## src/sv/hpt_pkg.sv

```systemverilog
package hpt_pkg;

    typedef enum logic {
        KIND_LOAD  = 1'b0,
        KIND_POINT = 1'b1
    } t_kind;

    typedef enum logic [1:0] {
        BK_IDLE,
        BK_DOT,
        BK_DIV,
        BK_OUT
    } t_back_state;

endpackage

```

## src/sv/hpt_if.sv

```systemverilog
interface hpt_in_if #(
    parameter int WORD_BITS = 32
) (
    input logic i_clk
);
    logic                        valid;
    logic                        ready;
    logic                        kind;
    logic [1:0]                  row_index;
    logic [1:0]                  col_index;
    logic signed [WORD_BITS-1:0] entry_value;
    logic signed [WORD_BITS-1:0] point_x;
    logic signed [WORD_BITS-1:0] point_y;
    logic signed [WORD_BITS-1:0] point_z;

    modport source (output valid, kind, row_index, col_index, entry_value,
                    point_x, point_y, point_z, input ready);
    modport sink (input valid, kind, row_index, col_index, entry_value,
                  point_x, point_y, point_z, output ready);
endinterface


```

## src/sv/hpt_front.sv

```systemverilog
module hpt_front #(
    parameter int WORD_BITS = 32
) (
    input  logic                        i_clk,
    input  logic                        i_rst_n,
    hpt_in_if.sink                      i_in,
    input  logic                        i_q_full,
    input  logic                        i_q_empty,
    input  logic                        i_back_busy,
    output logic                        o_q_push,
    output logic [3*WORD_BITS-1:0]      o_q_data,
    output logic [16*WORD_BITS-1:0]     o_matrix
);
    import hpt_pkg::*;

    logic [WORD_BITS-1:0] r_mat [16];
    logic                 w_load;

    // a load waits until no point is queued or in the back part
    assign i_in.ready = (t_kind'(i_in.kind) == KIND_POINT) ? !i_q_full
                                                           : (i_q_empty && !i_back_busy);
    assign w_load     = i_in.valid && i_in.ready && (t_kind'(i_in.kind) == KIND_LOAD);
    assign o_q_push   = i_in.valid && i_in.ready && (t_kind'(i_in.kind) == KIND_POINT);
    assign o_q_data   = {i_in.point_z, i_in.point_y, i_in.point_x};

    always_ff @(posedge i_clk) begin
        if (!i_rst_n) begin
            for (int k = 0; k < 16; k++) r_mat[k] <= '0;
        end else if (w_load) begin
            r_mat[{i_in.row_index, i_in.col_index}] <= i_in.entry_value;
        end
    end

    always_comb begin
        for (int k = 0; k < 16; k++) o_matrix[k*WORD_BITS +: WORD_BITS] = r_mat[k];
    end
endmodule

```

## src/flat_wrapper.sv

```systemverilog
// flat-port wrapper written by rule: the top's interface ports become plain ports
module hpt_front_flat import hpt_pkg::*;
#(
    parameter int WORD_BITS = 32
)
  (i_clk, i_rst_n, i_q_full, i_q_empty, i_back_busy, o_q_push, o_q_data, o_matrix, i_in_valid, i_in_kind, i_in_row_index, i_in_col_index, i_in_entry_value, i_in_point_x, i_in_point_y, i_in_point_z, i_in_ready);
  hpt_in_if #(.WORD_BITS(WORD_BITS)) i_in_i (.i_clk(i_clk));
  input  logic i_clk;
  input  logic i_rst_n;
  input  logic i_q_full;
  input  logic i_q_empty;
  input  logic i_back_busy;
  output logic o_q_push;
  output logic [3*WORD_BITS-1:0] o_q_data;
  output logic [16*WORD_BITS-1:0] o_matrix;
  input wire logic [$bits(i_in_i.valid)-1:0] i_in_valid;
  input wire logic [$bits(i_in_i.kind)-1:0] i_in_kind;
  input wire logic [$bits(i_in_i.row_index)-1:0] i_in_row_index;
  input wire logic [$bits(i_in_i.col_index)-1:0] i_in_col_index;
  input wire logic [$bits(i_in_i.entry_value)-1:0] i_in_entry_value;
  input wire logic [$bits(i_in_i.point_x)-1:0] i_in_point_x;
  input wire logic [$bits(i_in_i.point_y)-1:0] i_in_point_y;
  input wire logic [$bits(i_in_i.point_z)-1:0] i_in_point_z;
  output wire logic [$bits(i_in_i.ready)-1:0] i_in_ready;
  assign i_in_i.valid = i_in_valid;
  assign i_in_i.kind = i_in_kind;
  assign i_in_i.row_index = i_in_row_index;
  assign i_in_i.col_index = i_in_col_index;
  assign i_in_i.entry_value = i_in_entry_value;
  assign i_in_i.point_x = i_in_point_x;
  assign i_in_i.point_y = i_in_point_y;
  assign i_in_i.point_z = i_in_point_z;
  assign i_in_ready = i_in_i.ready;
  hpt_front #(.WORD_BITS(WORD_BITS)) u_core (.i_clk(i_clk), .i_rst_n(i_rst_n), .i_in(i_in_i), .i_q_full(i_q_full), .i_q_empty(i_q_empty), .i_back_busy(i_back_busy), .o_q_push(o_q_push), .o_q_data(o_q_data), .o_matrix(o_matrix));
endmodule
```

## config.mk

```make
export PLATFORM = sky130hd
export DESIGN_NAME = hpt_front_flat
export DESIGN_NICKNAME = d
export VERILOG_FILES = /design/src/sv/hpt_pkg.sv /design/src/sv/hpt_if.sv /design/src/sv/hpt_front.sv /design/src/flat_wrapper.sv
export SDC_FILE = /design/constraint.sdc
export NUM_CORES = 1
export LEC_CHECK = 0
export BUFFER_PORTS_ARGS = -buffer_cell sky130_fd_sc_hd__buf_2
export CAP_MARGIN = 20
export CORE_AREA = 2 2 289 291
export CTS_BUF_LIST = sky130_fd_sc_hd__clkbuf_16
export DETAILED_ROUTE_END_ITERATION = 8
export DIE_AREA = 0 0 291 293
export PLACE_DENSITY_LB_ADDON = 0.25
export SKIP_CTS_REPAIR_TIMING = 1
export SLEW_MARGIN = 20
export SYNTH_ARGS = -nofsm -noshare
export SYNTH_HDL_FRONTEND = slang
export SYNTH_SLANG_ARGS = --single-unit
```

## constraint.sdc

```tcl
create_clock -name i_clk -period 5.65 [get_ports i_clk]
set_input_delay 1.13 -clock i_clk [delete_from_list [all_inputs] [get_ports i_clk]]
set_output_delay 1.13 -clock i_clk [all_outputs]
set_load 0.005 [all_outputs]
```

# Word level (Yosys, flattened, before mapping)
# Memory sizes are Yosys's and may differ from the RTL's.
# Cells that the tools add are included.
[op_classes]
reduce_logical = 7
bitwise_logic = 1
n_mux = 8
[op_table]
columns = ["operator", "n"]
rows = [
  ["$mux 32", 1],
  ["$reduce_or 32->1", 1],
  ["$mux 1", 6],
  ["$logic_and 1x1->1", 4],
  ["$mux 4", 1],
  ["$logic_not 1->1", 2],
  ["$not 1->1", 1],
]
[word_totals]
in_bits = 139
ff_bits = 0
word_cells = 17
memories = 1
output_inout_bits = 610
ramBits = 512
[mem_list]
columns = ["memory", "words", "word_bits", "rd", "rd_ports_with_merged_regs", "write_ports", "line_no", "source"]
rows = [
  ["u_core.r_mat", 16, 32, 16, 0, 16, "hpt_front.sv:16", "logic [WORD_BITS-1:0] r_mat [16];"],
]

# Logic depth before layout (Yosys ltp)
[depth]
word_depth = 10
depth_mapped = 5
mapped_depth_nobuf = 2

# Worst setup path before layout
# OpenSTA, ideal clock, no wires.
[synth_timing]
kind = "input -> register"
from = "in i_back_busy"
to = "mem u_core.r_mat[13][0], enable pin"
required_time_ns = 5.180
setup_time_ns = 0.470
path_buffers = 2
stages = 4
t_arrival_ns = 4.421
path_slack_ns = 0.759
cell_sequence = "or4b_1 clkbuf_1 buf_4 o31ai_1"
[synth_lines]
columns = ["element", "line_no", "source"]
rows = [
  ["from (decl)", "flat_wrapper.sv:12", "input logic i_back_busy;"],
  ["to (decl)", "hpt_front.sv:16", ""],
]

==> metrics <==
initial antenna violation count 10; synthesized area per cell 15.6 um2; max-slew violation count 0; yosys warns 0; first-pass GRT wire length 122,000 um; Total Neg Setup Slack 0 ns; RSZ-0062 raised after global routing false; GRT Resource Usage Total 20.5%; Max stage delay on crit path 0.56 ns; Power Dens Cells 327 nW/um2; Critical Path AT 3.83 ns; Detail Route Antenna Nets 0; CTS tree yes; Worst path slowest cell nand4b_1; fin nets 1,898; Crit path max-delay family buffers and inverters; max FFs per register 512; Via Count 13,700; vias in the first global route 13,700; Rows 105; post-route total power 8.57 mW; 1st-iter DRT viols 1,169; Placer Congestion 0.880; Crit Path Class input port to flip-flop; Critical Path Fanout Max 131; max_cap viols 0; clock sinks 512; total core area 81,800 um2; Netlist cell types 19; commonest cells after routing, fill and taps aside 555 x buf_2, 512 x edfxtp_1, 256 x nor3_1, 256 x nor3_2, 56 x clkbuf_16; routed len/inst 31.4 um; #FFs+latches synth 512; Critical Path Source Type input port; Largest regs u_core.r_mat (512); I/O Pins 749; Clock transition at path regs 0.06 ns; fraction of final layout cells sized beyond drive strength 1 52.0%; most flop-heavy register u_core.r_mat; Net Count, Synth 1,507; most common cell after layout, fill and taps aside buf_2; largest net degree at the start of global routing 132; critical path required time 5.89 ns; Vias/cell 4.76; I/O Buffers 556; GRT overflow 0; worst hold margin 1.12 ns; Die Wd 291 um; cells after synthesis 1,368; Core Util, Final 32.0%; Max Freq 279 MHz; Worst Path Buf+Inv 3; fin crit period 3.59 ns; run status finished, final reports clean; final HPWL from detailed placement 65,200 um; CTS Root Cell clkbuf_16; Hold Crit Class input port to flip-flop; WL final 90,400 um; Die Height 293 um; crit path capture type flip-flop; Leakage 8.45 nW; Num CTS Buffers 56; VDD IR max 0.000254 V; Slew @ Worst Pin 1.10 ns; sequential area share after synthesis 72.1%; crit-path cells buf_2 -> nand4b_1 -> buf_12 -> o31ai_4 -> buf_4; Initial Util 26.0%; Final setup viols 0; Final Cycle Share 63.5%; die area 85,300 um2; Slew HR 26.7%; fin worst setup slack 2.06 ns; htree depth 2; worst slack, placed 1.75 ns; Mapped Area 21,300 um2; residual DRC count 0; Area growth, synth to finish 22.8%; endpoints failing hold 0; Max Root-Sink Buffers 3; drt pass-1 iters 5
through the flow:
step	cell area, um2	std cells
after floorplan	21300	1368
after global placement	24500	2771
after detailed placement	24500	2771
after CTS	26200	2873
after global routing	26200	2873
final	26200	2879
path summary, 6_finish.rpt:
check                    from                  end  slack (ns)  depth (start not counted)
worst max-delay path  i_rst_n  u_core.r_mat[8][25]        2.06                          5
worst min-delay path  i_rst_n  u_core.r_mat[7][31]        1.12                          2
cell usage after synthesis (all sizes together):
cell type / count / area (um2)
edfxtp: 512 / 15400
nor3: 512 / 3840
buf: 157 / 1190
clkbuf: 97 / 364
nand2b: 33 / 206
nand2: 32 / 120
o31ai: 16 / 140
nand4b: 2 / 17.5
nand4bb: 2 / 22.5
and3b: 1 / 8.76
inv: 1 / 3.75
mux2i: 1 / 10.0
nand4: 1 / 6.26
or4b: 1 / 10.0
layout make-up:
class                           instances  area (um2)
Tap cell                             1070        1340
Fill cell                            8174       55700
Multi-Input combinational cell        601        4620
Antenna cell                            6        15.0
Clock buffer                           56        1400
Inverter                                1        3.75
Clock inverter                         46         302
Sequential cell                       512       15400
Timing Repair Buffer                  587        3120
layer usage:
layer / up-vias / track usage [%] / share of wire (%)
met2: 750 / 35.5 / 50
met4: 4 / 7.18 / 3.8
met1: 7017 / 24.5 / 38
li1: 5795 / - / -
met3: 129 / 5.61 / 7.6
met5: - / 0 / 0.027
cell families after synthesis:
logic type,Yosys count,share of synthesized area [%]
and+or+nand+nor,584,19.9
AOI/OAI and AO/OA,16,0.657
muxes,1,0.0470
DFF,512,72.1
buffers and inverters,255,7.32
power by group:
group | total (mW) | internal, mW | switching [mW]
Clock | 3.45 | 1.90 | 1.56
Sequential | 4.44 | 4.37 | 0.0730
Combinational | 0.679 | 0.177 | 0.501
Total | 8.57 | 6.44 | 2.13
(Power assumes the default switching activity.)
