[src/sv/hpt_queue.sv]
module hpt_queue #(
    parameter int DATA_BITS = 96
) (
    input  logic                 i_clk,
    input  logic                 i_rst_n,
    input  logic                 i_push,
    input  logic [DATA_BITS-1:0] i_data,
    input  logic                 i_pop,
    output logic                 o_full,
    output logic                 o_empty,
    output logic [DATA_BITS-1:0] o_data
);
    logic [DATA_BITS-1:0] r_mem [2];
    logic                 r_wp;
    logic                 r_rp;
    logic [1:0]           r_cnt;

    assign o_full  = r_cnt == 2'd2;
    assign o_empty = r_cnt == 2'd0;
    assign o_data  = r_mem[r_rp];

    always_ff @(posedge i_clk) begin
        if (i_push) r_mem[r_wp] <= i_data;
    end

    always_ff @(posedge i_clk) begin
        if (!i_rst_n) begin
            r_wp  <= 1'b0;
            r_rp  <= 1'b0;
            r_cnt <= 2'd0;
        end else begin
            if (i_push) r_wp <= !r_wp;
            if (i_pop) r_rp <= !r_rp;
            r_cnt <= r_cnt + {1'b0, i_push} - {1'b0, i_pop};
        end
    end

`ifndef SYNTH
    a_no_overflow: assert property (@(posedge i_clk) disable iff (!i_rst_n)
        o_full |-> !i_push) else $error("queue push when full");
    a_no_underflow: assert property (@(posedge i_clk) disable iff (!i_rst_n)
        o_empty |-> !i_pop) else $error("queue pop when empty");
`endif
endmodule

[config.mk]
export PLATFORM = sky130hd
export DESIGN_NAME = hpt_queue
export DESIGN_NICKNAME = d
export VERILOG_FILES = /design/src/sv/hpt_queue.sv
export SDC_FILE = /design/constraint.sdc
export NUM_CORES = 1
export LEC_CHECK = 0
export BUFFER_PORTS_ARGS = -buffer_cell sky130_fd_sc_hd__buf_2
export CAP_MARGIN = 20
export CORE_MARGIN = 5
export CORE_UTILIZATION = 52
export DETAILED_ROUTE_END_ITERATION = 8
export PLACE_DENSITY = 0.79
export RECOVER_POWER = 25
export SYNTH_ARGS = -nofsm -noshare
export SYNTH_HDL_FRONTEND = slang
export SYNTH_SLANG_ARGS = --single-unit
[constraint.sdc]
create_clock -name i_clk -period 7.15 [get_ports i_clk]
set_input_delay 0.715 -clock i_clk [delete_from_list [all_inputs] [get_ports i_clk]]
set_output_delay 0.715 -clock i_clk [all_outputs]
set_load 0.03 [all_outputs]
# Word-level counts from Yosys, hierarchy flattened
# Memories as Yosys holds them, arrays and structs flattened. A register that Yosys moved wholly into a read port is not among the register bits.
# Index checks and enable logic that the tools add are counted.
[op_classes]
addsub = 2
n_eq_ne = 1
mux = 4
n_reduce_logical = 3
[op_table]
columns = ["operator", "count"]
rows = [
  ["$mux 1", 4],
  ["$add 2x1->2", 1],
  ["$eq 2x2->1 const B", 1],
  ["$logic_not 1->1", 2],
  ["$logic_not 2->1", 1],
  ["$sub 2x1->2", 1],
]
[totals]
ff_bits = 4
ramBits = 192
in_bits = 100
out_inout_bits = 98
elab_cells = 14
memories = 1
[memory_table]
columns = ["name", "depth", "word_bits", "read_ports", "rd_clocked_by_memory_dff", "write_ports", "line", "text"]
rows = [
  ["r_mem", 2, 96, 1, 1, 1, "13", "logic [DATA_BITS-1:0] r_mem [2];"],
]

# Depth between registers and ports, before layout
# Gate-level depths: netlist (run 1).
[depth]
depth_word = 3
depth_mapped = 6
ltp_nobuf = 6

# Worst setup path before layout (run 1)
# Ideal clock, no wire load.
[synth_path]
kind = "input to register"
from = "input i_push"
to = "memory r_mem[0][0], enable pin"
setup_ns = 0.563
arrival_time_ns = 4.927
required_time_ns = 6.587
setup_slack_ns = 1.659
cell_stages = 1
n_path_buf = 0
cell_sequence = "nor2b_1"
[synth_via]
elab_chain_len = 2
[synth_lines]
columns = ["item", "line", "text"]
rows = [
  ["from (decl)", "6", "input logic i_push,"],
  ["$mux 1", "23", "if (i_push) r_mem[r_wp] <= i_data;"],
  ["$mux 1 (implied by the code)", "23", ""],
  ["to (decl)", "13", ""],
]
# Every way passes these cells.

==> impl_metrics.json, run 1 <==
{
  "worst-path-max-fanout": 67,
  "n_antenna_cell": 0,
  "crit_path_end_kind": "primary output",
  "final_common_cell": "edfxtp_1",
  "hold_buffers": 0,
  "dieArea_um2": 16600,
  "p_leak_nw": 3.39,
  "placementRows": 43,
  "cts_buffers": 17,
  "min-delay-start": "i_data[36]",
  "max_freq_mhz": 302,
  "dpl.hpwl_mm": 9.09,
  "grt_pass1_vias": 3873,
  "syn-num-nets": 422,
  "drcViolationCount": 0,
  "area_delta_synth_final_pct": 22.1,
  "vias": 3609,
  "design.portCount": 198,
  "drive_gt1_share_pct": 54.9,
  "mostFrequentLayoutCells": "edfxtp_1 (192), buf_2 (167), mux2_2 (56)",
  "hp-class": "in -> reg",
  "setup_tns_ps": 0,
  "die_w_um": 129,
  "crit_type": "reg -> out",
  "synthCells": 320,
  "worst_pin_slew_ps": 1020,
  "firstDrtPassIters": 4,
  "worst_path_max_delay_cell": "buf_4",
  "antenna_found_initial": 2,
  "cts_num_sinks": 197,
  "synth_seq_cells": 197,
  "core_um2": 13900,
  "synth_area_um2": 7350,
  "r2r_end": "r_mem[1][88]$_DFFE_PP_",
  "ir_drop_uv": 206,
  "cts_tree": "yes",
  "num-nets-final": 631,
  "hold_depth": 1,
  "avgSynthCellArea_um2": 23.0,
  "cts_resized": 0,
  "rr_startpoint": "r_wp$_SDFFE_PN0P_",
  "drt_iter0_drc": 153,
  "start_kind": "register",
  "setup_viol": 0,
  "cp_top_family": "buffers and inverters",
  "status": "complete, no violations",
  "die_h_um": 129,
  "synth_edf_count": 192,
  "cp_num_buf_inv": 2,
  "reg2reg_slack_ps": 5090,
  "hold_violations": 0,
  "layoutNonFillerInstCount": 721,
  "relSlewSlack_pct": 31.9,
  "gp_congestion": 0.725,
  "synthArstFlopShare_pct": 0,
  "grt_setup_unrepaired": "false",
  "yosysWarnings": 0,
  "reg2reg_depth": 2,
  "worstPathRequired_ps": 6430,
  "routed_wl_mm": 13.1,
  "ys_seq_area_share_pct": 79.8,
  "dp.cells": 690,
  "drv_cap": 0,
  "p_per_area_nw_per_um2": 287,
  "clk_pin_slew_ps": 70,
  "grt_pass1_wl_mm": 19.9,
  "cp.arrival_ps": 2590,
  "htreeDepth": 4,
  "initial_utilization_pct": 53.0,
  "yosysTopAreaCell": "edfxtp_1",
  "grt_max_degree": 68,
  "cts_buffer_depth": 2,
  "cts_setup_buffers": 0,
  "ys_top_cells_by_area": "edfxtp_1 (78%), mux2_2 (8.6%), mux2_4 (8.2%), dfxtp_1 (1.4%), buf_12 (1.1%)",
  "synth_ff_type": "edfxtp_1",
  "track_usage_pct": 16.2,
  "holdPathEnd": "r_mem[1][36]$_DFFE_PP_",
  "io_buffer_count": 197,
  "finalMaxSlewViolations": 0,
  "ant_nets": 0,
  "grt_overflow_total": 0,
  "final.setup_skew_ps": 13.0,
  "yosys.cell_types.count": 16,
  "fin_crit_sh_pct": 46.2,
  "finalCriticalPeriod_ps": 3310,
  "clk_root_buffer_cell": "clkbuf_16",
  "critPathMaxStageDelay_ps": 820,
  "synth_top_area_share_pct": 78.4,
  "clk_latency_ps": 420,
  "via_per_inst": 5.01,
  "wl_per_cell_um": 18.2,
  "path_cells": "buf_4 -> mux2_2 -> buf_2"
}
## stage by stage
stage | setup WS [ps] | instance area, um2 | hold WS (ps) | total power, mW | util, %
final | 3840 | 8980 | 473 | 2.58 | 64.7
after global routing | 3690 | 8980 | 445 | 2.69 | 64.7
after CTS | 3790 | 9010 | 458 | 2.61 | 64.9
after detailed placement | 4250 | 8480 | 571 | 1.75 | 61.1
after global placement | 4250 | 8480 | 561 | 1.74 | 61.1
after floorplan | 1660 | 7350 | 555 | 1.65 | -
## routing by layer
layer / GRT usage [%] / part of all wire [%] / vias up
li1: - / - / 1684
met1: 18.6 / 38 / 1751
met2: 26.6 / 51 / 153
met3: 7.80 / 9.8 / 17
met4: 5.68 / 1.4 / 4
met5: 0 / 0.17 / -
## area by class of cell
class                      instances  area, um2
sequential                       197       5870
fill                             983       4900
multi-input combinational        110       1360
timing repair buffer             201        978
clock buffer                      18        429
tap                              180        225
clock inverter                    13        109
inverter                           2       7.51
## power by group
part           leakage, nW  total [mW]  switching, mW  internal, mW
Combinational         1.29       0.363          0.224         0.139
Sequential            1.84        1.36         0.0222          1.34
Clock                0.255       0.860          0.384         0.475
## Yosys cell counts, types with 2 or more instances
cell      count
edfxtp_1    192
mux2_2       56
mux2_4       40
buf_2         5
dfxtp_1       5
and2_1        4
buf_12        4
nor2b_1       4
ha_1          2
inv_1         2
## registers in the layout (all words and copies together) (netlist names), named ones only
name,flops
r_rp,1
r_mem,192
r_wp,1
r_cnt,2
## how the worst max path moves through the flow
stage | cells past startpoint | end | slack, ps | startpoint
6_report | 3 | o_data[95] | 3840 | register
2_1_floorplan | 1 | r_mem[0][0]$_DFFE_PP_ | 1660 | i_push
3_5_place_dp | 3 | o_data[53] | 4250 | register
3_3_place_gp | 3 | o_data[0] | 4250 | register
4_1_cts | 3 | o_data[95] | 3790 | register
5_1_grt | 3 | o_data[95] | 3690 | register
## cells by family after synthesis
family / count (synthesis) / share of synthesized area, %
xor+xnor: 2 / 0.425
buf+inv: 13 / 1.89
mux: 96 / 16.7
compound gates: 1 / 0.102
flops: 197 / 79.8
simple gates: 9 / 0.732
fa+ha+maj: 2 / 0.340
No activity file was read; power rests on OpenSTA's default activity.
==> inputs of run 2 (changes only) <==
--- a/config.mk
+++ b/config.mk
@@ -8,9 +8,9 @@
 export BUFFER_PORTS_ARGS = -buffer_cell sky130_fd_sc_hd__buf_2
 export CAP_MARGIN = 20
 export CORE_MARGIN = 5
-export CORE_UTILIZATION = 52
+export CORE_UTILIZATION = 47
 export DETAILED_ROUTE_END_ITERATION = 8
-export PLACE_DENSITY = 0.79
+export PLACE_DENSITY = 0.75
 export RECOVER_POWER = 25
 export SYNTH_ARGS = -nofsm -noshare
 export SYNTH_HDL_FRONTEND = slang
==> constraint.sdc (replaced) <==
create_clock -name i_clk -period 2.7 [get_ports i_clk]
set_input_delay 0.27 -clock i_clk [delete_from_list [all_inputs] [get_ports i_clk]]
set_output_delay 0.27 -clock i_clk [all_outputs]
set_load 0.03 [all_outputs]
==> run 2 against run 1 <==
Clock skew fell by 5.8 ps. Non-clock buffer count rose by 2. Die area rose by 9.8%. Routed wire length rose by 1.9%. Clock-buffer cell count rose by 2. Final cell count rose by 5.0%. Worst setup slack got worse by 3400 ps. Hold slack got worse by 440 ps. Via count rose by 0.75%. Critical endpoint is now o_data[46]. Largest power group unchanged. Highest routed layer unchanged.
==> impl_metrics.json, run 2 (synthesized netlist as in run 1, its figures left out) <==
{
  "clk_latency_ps": 420,
  "largest_reg_flops": 192,
  "clk_pin_slew_ps": 70,
  "dieArea_um2": 18200,
  "track_usage_pct": 15.2,
  "start_kind": "register",
  "final_common_cell": "edfxtp_1",
  "drt_iter0_drc": 181,
  "grt_pass1_wl_mm": 21.1,
  "worst_pin_slew_ps": 713,
  "dpl.hpwl_mm": 9.30,
  "p_leak_nw": 3.43,
  "hp-class": "in -> reg",
  "mostFrequentLayoutCells": "edfxtp_1 (192), buf_2 (173), mux2_2 (56)",
  "status": "complete, no violations",
  "firstDrtPassIters": 4,
  "hold_buffers": 0,
  "routed_wl_mm": 13.4,
  "cts_buffer_depth": 2,
  "setup_tns_ps": 0,
  "grt_max_degree": 54,
  "die_w_um": 135,
  "worstPathRequired_ps": 2430,
  "core_um2": 15300,
  "htreeDepth": 4,
  "num-nets-final": 633,
  "cts_buffers": 17,
  "dp.cells": 723,
  "vias": 3636,
  "rr_startpoint": "r_wp$_SDFFE_PN0P_",
  "antenna_found_initial": 2,
  "cp.arrival_ps": 1960,
  "post-route-util_pct": 59.5,
  "area_delta_synth_final_pct": 23.4,
  "crit_type": "reg -> out",
  "drv_cap": 0,
  "drcViolationCount": 0,
  "cts_setup_buffers": 0,
  "setup_viol": 0,
  "whs_ps": 33.0,
  "ant_nets": 0,
  "cts_num_sinks": 197,
  "placementRows": 45,
  "finalCriticalPeriod_ps": 2230,
  "fin_crit_sh_pct": 82.8,
  "max_freq_mhz": 447,
  "grt_overflow_total": 0,
  "io_buffer_count": 197,
  "setup_ws_ps": 465,
  "crit_path_end_kind": "primary output",
  "cts_resized": 0,
  "design.portCount": 198,
  "worst-path-max-fanout": 47,
  "cts_tree": "yes",
  "regMostFlops": "r_mem",
  "reg.largest.list": "r_mem (192), r_cnt (2)",
  "grt_setup_unrepaired": "false",
  "initial_utilization_pct": 48.2,
  "final.setup_skew_ps": 7.17,
  "gp_congestion": 0.766,
  "finalMaxSlewViolations": 0,
  "drive_gt1_share_pct": 55.9,
  "dpl_worst_slack_ps": 896,
  "wl_per_cell_um": 17.7,
  "die_h_um": 135,
  "grt_pass1_vias": 4117,
  "clk_root_buffer_cell": "clkbuf_16",
  "relSlewSlack_pct": 52.4,
  "min-delay-start": "i_data[49]",
  "layoutNonFillerInstCount": 757,
  "ir_drop_uv": 467,
  "p_per_area_nw_per_um2": 757,
  "hold_violations": 0,
  "via_per_inst": 4.80
}
==> run 2: critical path, cell delays in order (launching register included) <==
cell	delay (ps)
dfxtp_4	360
buf_4	530
mux2_2	430
buf_2	180
==> run 2: final timing paths <==
check | endpoint | slack (ps) | cells after the start
worst max-delay path | o_data[46] | 470 | 3
worst min-delay path | r_mem[1][49]$_DFFE_PP_ | 30 | 1
worst min register to register | register | 580 | 2
worst max register to register | r_mem[1][92]$_DFFE_PP_ | 1090 | 2
==> run 2: cell type report <==
class	count	area, um2
fillers	1181	6190
flip-flops and latches	197	5870
multi-input cells	110	1360
repair buffers	203	1030
clock buffers	20	437
well taps	211	264
clock inverters	12	105
inverters	2	7.51
diodes	2	5.00
==> run 2: per-layer routing <==
metal  vias to the layer above  GRT usage, %  share of wire [%]
li1                       1693             -                  -
met1                      1778          17.1                 39
met2                       140          25.4                 50
met3                        23          7.04                9.6
met4                         2          5.94                1.7
met5                         -             0              0.097
==> run 2: metrics by stage <==
step           power (mW)  cell area [um2]
3_5_place_dp         4.65             8560
6_report             6.87             9070
3_3_place_gp         4.62             8560
5_1_grt              7.16             9070
2_1_floorplan        4.36             7360
4_1_cts              6.96             9100
==> run 2: power breakdown <==
part | internal, mW | switching [mW] | total, mW
clock network | 1.27 | 1.04 | 2.31
registers | 3.53 | 0.0416 | 3.58
logic | 0.374 | 0.611 | 0.985
total | 5.18 | 1.69 | 6.87
